### src/rtl/agc_gain_clip_top_assert.svh
// assertion macros for the gain control block
// used by agc_gain_clip_top only, needs a clk and rst_n in scope
`ifndef AGC_GAIN_CLIP_TOP_ASSERT_SVH
`define AGC_GAIN_CLIP_TOP_ASSERT_SVH

`ifndef SYNTHESIS
`define AGC_ASSERT_HOLD(lbl, cond, msg) \
    lbl: assert property (@(posedge clk) disable iff (!rst_n) (cond)) else $error(msg);
`define AGC_ASSERT_IMPL(lbl, ante, cons, msg) \
    lbl: assert property (@(posedge clk) disable iff (!rst_n) (ante) |-> (cons)) \
        else $error(msg);
`else
`define AGC_ASSERT_HOLD(lbl, cond, msg)
`define AGC_ASSERT_IMPL(lbl, ante, cons, msg)
`endif

`endif

### src/rtl/agc_pkg.sv
// shared types and constants of the gain control block
// no dependencies; used by agc_div and agc_gain_clip_top
package agc_pkg;

    localparam int SAMPLE_W = 24;
    localparam int OUT_W    = 22;
    localparam int QMAG_W   = 21;
    localparam int SCALE_W  = 32;
    localparam int FACTOR_W = 26;
    localparam int PROD_W   = SCALE_W + FACTOR_W;
    localparam int DIV_CNT_W = 6;

    localparam logic [QMAG_W-1:0]  ONE_Q20   = 21'h100000;
    localparam logic [SCALE_W-1:0] SCALE_MAX = 32'hFFFF_FFFF;
    localparam logic [SCALE_W-1:0] SCALE_ONE = 32'h0100_0000;
    localparam logic [FACTOR_W-1:0] FACTOR_ONE = 26'h100_0000;

    // quotient bits per division
    localparam logic [DIV_CNT_W-1:0] QDIV_STEPS = 6'd21;
    localparam logic [DIV_CNT_W-1:0] RDIV_STEPS = 6'd32;

    // register indexes
    localparam logic [1:0] REG_INIT_SCALE = 2'd0;
    localparam logic [1:0] REG_ATTACK     = 2'd1;
    localparam logic [1:0] REG_RELEASE    = 2'd2;

    typedef struct packed {
        logic                  start;
        logic [DIV_CNT_W-1:0]  steps;
        logic [SCALE_W-1:0]    rem_init;
        logic [SCALE_W-1:0]    low;
        logic [SCALE_W-1:0]    divisor;
    } div_req_t;

    typedef struct packed {
        logic                  busy;
        logic                  done;
        logic [SCALE_W-1:0]    quot;
    } div_rsp_t;

endpackage

### src/rtl/agc_div.sv
// restoring divider, one quotient bit per cycle
// depends on agc_pkg for the request and response structs
module agc_div (
    input  logic              clk,
    input  logic              rst_n,
    input  agc_pkg::div_req_t req,
    output agc_pkg::div_rsp_t rsp
);
    import agc_pkg::*;

    logic                 busy_reg, busy_next;
    logic                 done_reg, done_next;
    logic [DIV_CNT_W-1:0] cnt_reg, cnt_next;
    logic [SCALE_W-1:0]   rem_reg, rem_next;
    logic [SCALE_W-1:0]   q_reg, q_next;
    logic [SCALE_W-1:0]   div_reg, div_next;
    logic [SCALE_W:0]     rem_shift;
    logic                 fits;

    // partial remainder always stays below the divisor
    assign rem_shift = {rem_reg, q_reg[SCALE_W-1]};
    assign fits      = rem_shift >= {1'b0, div_reg};

    always_comb
    begin
        busy_next = busy_reg;
        done_next = 1'b0;
        cnt_next  = cnt_reg;
        rem_next  = rem_reg;
        q_next    = q_reg;
        div_next  = div_reg;
        if (req.start)
        begin
            busy_next = 1'b1;
            cnt_next  = req.steps;
            rem_next  = req.rem_init;
            q_next    = req.low;
            div_next  = req.divisor;
        end
        else if (busy_reg)
        begin
            rem_next = fits ? SCALE_W'(rem_shift - {1'b0, div_reg}) : rem_shift[SCALE_W-1:0];
            q_next   = {q_reg[SCALE_W-2:0], fits};
            cnt_next = cnt_reg - 1'b1;
            if (cnt_reg == DIV_CNT_W'(1))
            begin
                busy_next = 1'b0;
                done_next = 1'b1;
            end
        end
    end

    always_ff @(posedge clk or negedge rst_n)
    begin
        if (!rst_n)
        begin
            busy_reg <= 1'b0;
            done_reg <= 1'b0;
            cnt_reg  <= '0;
        end
        else
        begin
            busy_reg <= busy_next;
            done_reg <= done_next;
            cnt_reg  <= cnt_next;
        end
    end

    always_ff @(posedge clk)
    begin
        rem_reg <= rem_next;
        q_reg   <= q_next;
        div_reg <= div_next;
    end

    assign rsp.busy = busy_reg;
    assign rsp.done = done_reg;
    assign rsp.quot = q_reg;

endmodule

### src/rtl/agc_gain_clip_top.sv
// automatic gain control with output clipping, top level
// depends on agc_pkg, agc_div and agc_gain_clip_top_assert.svh
//
// usage
//   s_* stream carries one signed q4.20 sample per word in s_tdata
//   m_* stream returns the scaled sample (q2.20, 22 bits) and a clip flag
//   apb port holds initial_scale (0x0), attack_factor (0x4), release_factor (0x8)
//   writing initial_scale also loads the running gain scale (zero loads one lsb)
// timing
//   one word is in flight at a time; s_tready is high only while idle
//   m_tvalid rises in the same cycle that the block can take the next word; per word,
//   acceptance to acceptance runs update and attack when clipped (scale rising),
//   else the sample division (21 steps) and attack, or the sample division and a
//   saturated release, or both divisions (release: 32 steps) on the shared one-bit divider
//   attack uses a single registered 32x26 multiply plus a saturation state
// reset
//   registers return to 1.0 (q8.24 scale, q2.24 factors), gain scale to 1.0, output stream empty
// stalls
//   the result sits in an output register; the next word is accepted while it
//   waits, and the sequencer holds its finished result until the register frees
module agc_gain_clip_top (
    input  logic        clk,
    input  logic        rst_n,
    // sample in: [23:0] sample_in
    input  logic        s_tvalid,
    output logic        s_tready,
    input  logic [23:0] s_tdata,
    // result out: [21:0] sample_out, [23:22] zero
    output logic        m_tvalid,
    input  logic        m_tready,
    output logic [23:0] m_tdata,
    // result flag: [0] clipped
    output logic        m_tuser,
    // configuration
    input  logic        psel,
    input  logic        penable,
    input  logic        pwrite,
    input  logic [3:0]  paddr,
    input  logic [31:0] pwdata,
    output logic [31:0] prdata,
    output logic        pready
);
    import agc_pkg::*;

    typedef enum logic [5:0] {
        S_IDLE = 6'b000001,
        S_QDIV = 6'b000010,
        S_UPD  = 6'b000100,
        S_MSAT = 6'b001000,
        S_RDIV = 6'b010000,
        S_DONE = 6'b100000
    } state_t;

    state_t               state_reg, state_next;
    logic [SCALE_W-1:0]   init_reg, init_next;
    logic [FACTOR_W-1:0]  attack_reg, attack_next;
    logic [FACTOR_W-1:0]  release_reg, release_next;
    logic [SCALE_W-1:0]   gain_reg, gain_next;
    logic                 ovalid_reg, ovalid_next;

    // per-word payload
    logic                 neg_reg, neg_next;
    logic                 clip_reg, clip_next;
    logic                 high_reg, high_next;
    logic [QMAG_W-1:0]    qmag_reg, qmag_next;
    logic [PROD_W-1:0]    prod_reg, prod_next;
    logic [OUT_W-1:0]     odata_reg, odata_next;
    logic                 oclip_reg, oclip_next;

    logic                 in_neg;
    logic [SAMPLE_W-1:0]  in_mag;
    logic                 in_clip;
    logic                 in_high;
    logic [PROD_W-1:0]    prod;
    logic [SCALE_W+1:0]   prod_hi;
    logic [OUT_W-1:0]     qmag_ext;
    logic                 cfg_wr;
    logic                 out_free;
    div_req_t             div_req;
    div_rsp_t             div_rsp;

    agc_div u_div (
        .clk   (clk),
        .rst_n (rst_n),
        .req   (div_req),
        .rsp   (div_rsp)
    );

    // magnitude of the incoming sample; most negative code stays 2^23
    assign in_neg  = s_tdata[SAMPLE_W-1];
    assign in_mag  = in_neg ? (~s_tdata + 1'b1) : s_tdata;
    // exact level tests against the current scale
    assign in_clip = {4'b0, in_mag, 4'b0} > gain_reg;
    assign in_high = {3'b0, in_mag, 5'b0} > gain_reg;

    assign prod     = gain_reg * attack_reg;
    assign prod_hi  = prod_reg[PROD_W-1:FACTOR_W-2];
    assign qmag_ext = {1'b0, qmag_reg};

    assign s_tready = (state_reg == S_IDLE);
    assign cfg_wr   = psel && penable && pwrite && pready;
    assign out_free = !ovalid_reg || m_tready;

    always_comb
    begin
        state_next   = state_reg;
        init_next    = init_reg;
        attack_next  = attack_reg;
        release_next = release_reg;
        gain_next    = gain_reg;
        ovalid_next  = ovalid_reg;
        neg_next     = neg_reg;
        clip_next    = clip_reg;
        high_next    = high_reg;
        qmag_next    = qmag_reg;
        prod_next    = prod_reg;
        odata_next   = odata_reg;
        oclip_next   = oclip_reg;
        div_req      = '0;

        if (ovalid_reg && m_tready)
        begin
            ovalid_next = 1'b0;
        end

        unique case (state_reg)
            S_IDLE:
            begin
                if (s_tvalid)
                begin
                    neg_next  = in_neg;
                    clip_next = in_clip;
                    high_next = in_high;
                    if (in_clip)
                    begin
                        qmag_next  = ONE_Q20;
                        state_next = S_UPD;
                    end
                    else
                    begin
                        // quotient below 2^21, so the top of the dividend seeds the remainder
                        div_req.start    = 1'b1;
                        div_req.steps    = QDIV_STEPS;
                        div_req.rem_init = {5'b0, in_mag, 3'b0};
                        div_req.low      = '0;
                        div_req.divisor  = gain_reg;
                        state_next       = S_QDIV;
                    end
                end
            end
            S_QDIV:
            begin
                if (div_rsp.done)
                begin
                    qmag_next  = (div_rsp.quot[QMAG_W-1:0] > ONE_Q20) ? ONE_Q20
                                                                       : div_rsp.quot[QMAG_W-1:0];
                    state_next = S_UPD;
                end
            end
            S_UPD:
            begin
                if (high_reg)
                begin
                    prod_next  = prod;
                    state_next = S_MSAT;
                end
                else if ({2'b0, gain_reg[SCALE_W-1:8]} >= release_reg)
                begin
                    // quotient would reach 2^32 or the factor is zero
                    gain_next  = SCALE_MAX;
                    state_next = S_DONE;
                end
                else
                begin
                    div_req.start    = 1'b1;
                    div_req.steps    = RDIV_STEPS;
                    div_req.rem_init = {8'b0, gain_reg[SCALE_W-1:8]};
                    div_req.low      = {gain_reg[7:0], 24'b0};
                    div_req.divisor  = {6'b0, release_reg};
                    state_next       = S_RDIV;
                end
            end
            S_MSAT:
            begin
                if (prod_hi[SCALE_W+1:SCALE_W] != 2'b0)
                begin
                    gain_next = SCALE_MAX;
                end
                else if (prod_hi[SCALE_W-1:0] == '0)
                begin
                    gain_next = SCALE_W'(1);
                end
                else
                begin
                    gain_next = prod_hi[SCALE_W-1:0];
                end
                state_next = S_DONE;
            end
            S_RDIV:
            begin
                if (div_rsp.done)
                begin
                    gain_next  = (div_rsp.quot == '0) ? SCALE_W'(1) : div_rsp.quot;
                    state_next = S_DONE;
                end
            end
            S_DONE:
            begin
                if (out_free)
                begin
                    odata_next  = neg_reg ? (OUT_W'(0) - qmag_ext) : qmag_ext;
                    oclip_next  = clip_reg;
                    ovalid_next = 1'b1;
                    state_next  = S_IDLE;
                end
            end
            default:
            begin
                state_next = S_IDLE;
            end
        endcase

        // register writes are to arrive only while idle; the user must keep to this, the block does not enforce it
        if (cfg_wr)
        begin
            unique case (paddr[3:2])
                REG_INIT_SCALE:
                begin
                    init_next = pwdata;
                    gain_next = (pwdata == '0) ? SCALE_W'(1) : pwdata;
                end
                REG_ATTACK:
                begin
                    attack_next = pwdata[FACTOR_W-1:0];
                end
                REG_RELEASE:
                begin
                    release_next = pwdata[FACTOR_W-1:0];
                end
                default:
                begin
                    init_next = init_reg;
                end
            endcase
        end
    end

    always_comb
    begin
        unique case (paddr[3:2])
            REG_INIT_SCALE: prdata = init_reg;
            REG_ATTACK:     prdata = {6'b0, attack_reg};
            REG_RELEASE:    prdata = {6'b0, release_reg};
            default:        prdata = '0;
        endcase
    end

    assign pready = 1'b1;

    always_ff @(posedge clk or negedge rst_n)
    begin
        if (!rst_n)
        begin
            state_reg   <= S_IDLE;
            init_reg    <= SCALE_ONE;
            attack_reg  <= FACTOR_ONE;
            release_reg <= FACTOR_ONE;
            gain_reg    <= SCALE_ONE;
            ovalid_reg  <= 1'b0;
        end
        else
        begin
            state_reg   <= state_next;
            init_reg    <= init_next;
            attack_reg  <= attack_next;
            release_reg <= release_next;
            gain_reg    <= gain_next;
            ovalid_reg  <= ovalid_next;
        end
    end

    always_ff @(posedge clk)
    begin
        neg_reg   <= neg_next;
        clip_reg  <= clip_next;
        high_reg  <= high_next;
        qmag_reg  <= qmag_next;
        prod_reg  <= prod_next;
        odata_reg <= odata_next;
        oclip_reg <= oclip_next;
    end

    assign m_tvalid = ovalid_reg;
    assign m_tdata  = {2'b0, odata_reg};
    assign m_tuser  = oclip_reg;

`include "agc_gain_clip_top_assert.svh"

    // the scale is a divisor and must never reach zero
    `AGC_ASSERT_HOLD(a_gain_nonzero, gain_reg != '0, "gain scale is zero")
    // the divider never runs while a new word can enter
    `AGC_ASSERT_IMPL(a_idle_div, s_tready, !div_rsp.busy, "divider busy while idle")
    // a divider result shows up only where the sequencer waits for it
    `AGC_ASSERT_IMPL(a_div_done, div_rsp.done, state_reg == S_QDIV || state_reg == S_RDIV, "stray divider result")
    // a clipped word carries exactly plus or minus one
    `AGC_ASSERT_IMPL(a_clip_value, m_tvalid && m_tuser, m_tdata[21:0] == 22'h100000 || m_tdata[21:0] == 22'h300000, "clipped word not at full scale")

endmodule
### config.mk
export PLATFORM = sky130hd
export DESIGN_NAME = agc_gain_clip_top
export DESIGN_NICKNAME = d
export VERILOG_FILES = /design/src/rtl/agc_pkg.sv /design/src/rtl/agc_div.sv /design/src/rtl/agc_gain_clip_top.sv
export VERILOG_INCLUDE_DIRS = /design/src /design/src/rtl
export SDC_FILE = /design/constraint.sdc
export NUM_CORES = 2
export LEC_CHECK = 0
export BUFFER_PORTS_ARGS = -buffer_cell sky130_fd_sc_hd__buf_2
export CORE_MARGIN = 5
export CORE_UTILIZATION = 40
export DETAILED_ROUTE_END_ITERATION = 8
export SLEW_MARGIN = 40
export SYNTH_ARGS = -nofsm -noshare
export SYNTH_HDL_FRONTEND = slang
export SYNTH_SLANG_ARGS = --single-unit
### constraint.sdc
create_clock -name clk -period 14.7 [get_ports clk]
set_input_delay 0 -clock clk [delete_from_list [all_inputs] [get_ports clk]]
set_output_delay 0 -clock clk [all_outputs]
set_load 0.02 [all_outputs]
==> impl_results.md <==
* Crit path cell chain: buf_4 -> nand2_1 -> fa_1 -> inv_1 -> fa_1 -> inv_1 -> fa_1 -> fa_1 -> inv_1 -> fa_1 -> fa_1 -> fa_1 -> ha_1 -> and2_1 -> nand3_1 -> a2111oi_0 -> nor3_1 -> or3_1 -> a21oi_1 -> a41o_1 -> a21oi_1 -> o41a_1
* DR iter-0 viols at 2421
* Post-Syn Area at 0.0439 mm^2
* Clock sinks at 308
* Cell depth of the worst setup path at 22
* DP Wirelength at 95.3 mm
* Gr usage total at 0.217
* RSZ-0062 raised after global routing: no
* Reg-to-reg endpoint: prod_reg[55]
* Critical path fanouts, max at 17
* Vias in the first global route at 34300
* Worst slew pin tran at 893 ps
* Min Clock Period, post-route at 8090 ps
* Sum Neg Setup Slack at 0 ps
* Initial Util at 0.403
* Arrival @ worst endpoint at 8360 ps
* R2R setup slack at 6610 ps
* CP top delay family: adder cells
* Type of the worst setup path: reg -> reg
* Flip-flop count of the largest register after layout at 34
* Yosys cell types at 73
* CTS clk-pin slew, worst paths at 60 ps
* Yosys top cell by area: fa_1
* Share of Yosys cell area claimed by the top area cell type at 0.328
* Critical path buffer and inverter count at 4
* Routability cong. at 0.880
* Setup crit end kind: flop
* Share of layout cells above drive strength 1 at 0.0759
* CTS tree: built
* Initial antenna violation count at 6
* Die X at 341 um
* Mean Syn Cell Area at 9.45 um^2
* Final Hold Viols at 0
* EDFF count, synth at 177
* CTS root buf: clkbuf_16
* Worst Skew at 19.3 ps
* Ys Warns at 0
* H-tree depth at 2
* TritonCTS buffer count at 35
* Most instantiated library cell after synthesis: inv_1
* Max clock buf depth at 3
* GR Overflow Total at 0
* Filler cell count at 10400
* Area growth from synthesis to layout at 8.00%
* Die Y at 341 um
* First-pass GRT wire length at 200 mm
* Worst path max stage delay at 800 ps
* Largest net degree at the start of global routing at 75
* Worst Setup EP: prod_reg[55]
* Top cell by count, worst path: fa_1
* Std-Cell Rows at 121
* WP data required at 14970 ps
* Die ar. at 0.116 mm^2
* Routed WL at 126 mm
* Crit. Startpoint: gain_reg[13]
* Slew Viols, Final at 0
* Register area share after synthesis at 0.196
* Cells on worst reg2reg path at 22
* Status: finished, final reports clean
* Top_reg_cell synth: edfxtp_1
* Remaining antenna violation count at 0
* Mean number of vias per cell at 5.40
* Clk Latency, worst-skew pair at 540 ps
* CTS resizes at 0
* CP Launch Type: flop
* Placeable Area at 0.109 mm^2
* DRC at 0
* MaxCap Viol Count at 0
* Syn Inst Count at 4641
* Buffers added on ports at 121
* Setup-failing EPs final at 0
* List of most frequent post-synthesis cells: inv_1 (820), fa_1 (718), nand2_1 (529)
* Achievable Freq at 124 MHz
* IO Count at 127
* Worst R2R Start: gain_reg[13]
* Post-synthesis async set-or-reset flop share at 0.425
* Nets at 5708
* First-pass iteration count of the detailed router at 6
* Drt wl/cell at 20.8 um
* Hold Slack at 42.1 ps
* Critical-path top delay cell: dfrtp_1
* Yosys reg bits at 308
* Worst slew margin at 0.400
* Area contributors post-synth: fa_1 (33%), edfxtp_1 (12%), ha_1 (8.6%), dfrtp_1 (7.2%), and2_1 (7.1%)
* Final Cycle Share at 0.551
* Worst hold-check path type: in -> async
* Vias at 32800
[per-layer routing]
layer	vias up	global-route usage	part of all wire
li1	14600	-	-
met1	16900	0.294	0.43
met2	1054	0.375	0.48
met3	199	0.0253	0.058
met4	0	0.0527	0.028
met5	-	0	0
[worst min-delay path by stage]
| stage | slack [ps] | endpoint | cells after the start |
|---|---|---|---|
| 2_1_floorplan | -300 | attack_reg[0] | 0 |
| 3_3_place_gp | 110 | m_tvalid | 1 |
| 3_5_place_dp | 90 | attack_reg[8] | 1 |
| 4_1_cts | 30 | u_div.rem_reg[3] | 3 |
| 5_1_grt | 60 | u_div.rem_reg[3] | 3 |
| 6_report | 40 | attack_reg[8] | 2 |
[timing repair]
action,CTS,global route
endpoints found under the hold margin,194,0
setup endpoints to repair,0,0
setup buffers,0,0
hold buffers,37,0
[area by class of cell]
class                           count  area (um^2)  share of cell area
Antenna cell                        1         2.50           0.0000528
Clock buffer                       52         1010              0.0214
Clock inverter                     12          180             0.00380
Inverter                          820         3080              0.0650
Multi-Input combinational cell   3232        31200               0.658
Sequential cell                   308         8640               0.182
Tap cell                         1414         1770              0.0373
Timing Repair Buffer              225         1510              0.0319
[kinds of logic (layout without fill, tap and decap cells)]
kind of cell	count (synthesis)	in the layout	share of synthesized area
compound gates	565	565	0.0849
xor+xnor	104	104	0.0208
fa+ha+maj	1019	1019	0.413
buf+inv	1102	1109	0.0949
flops	308	308	0.196
mux	95	95	0.0234
other cells	2	4	0.000171
simple gates	1446	1446	0.166
[cell usage in the layout, fill, tap and decap left out, types with 31 or more instances in the layout]
cell type      count
inv_1            819
fa_1             718
nand2_1          528
and2_1           497
ha_1             301
edfxtp_1         177
nor2_1           163
o21ai_0          143
buf_2            120
a21oi_1          114
dfrtp_1          110
xnor2_1           70
buf_4             65
mux2_2            62
a21o_1            47
a31oi_1           42
nand3_1           39
nor4_1            37
a22o_1            37
clkbuf_16         37
dlygate4sd3_1     37
a221oi_1          35
xor2_1            34
mux2i_1           33
nand4_1           31
[stage by stage]
step	cells	utilization	setup WS, ps	cell area, um^2
final	6064	0.435	6610	47400
after global routing	6063	0.435	6310	47400
after CTS	6063	0.435	6590	47400
after detailed placement	5962	0.421	6650	45800
after global placement	5961	0.420	6610	45700
after floorplan	4642	-	7540	43900
[worst register-to-register path, cell delays in order (launching register included)]
cell and delay, ps:
dfrtp_1 800, buf_4 460, nand2_1 160, fa_1 530, inv_1 70, fa_1 490, inv_1 60, fa_1 490
fa_1 520, inv_1 60, fa_1 570, fa_1 440, fa_1 470, ha_1 350, and2_1 210, nand3_1 120
a2111oi_0 410, nor3_1 240, or3_1 460, a21oi_1 280, a41o_1 360, a21oi_1 130, o41a_1 170
Power is left out: the tool's default activity adds up to more than one toggle a clock period on the data nets, which glitch-free logic cannot reach.
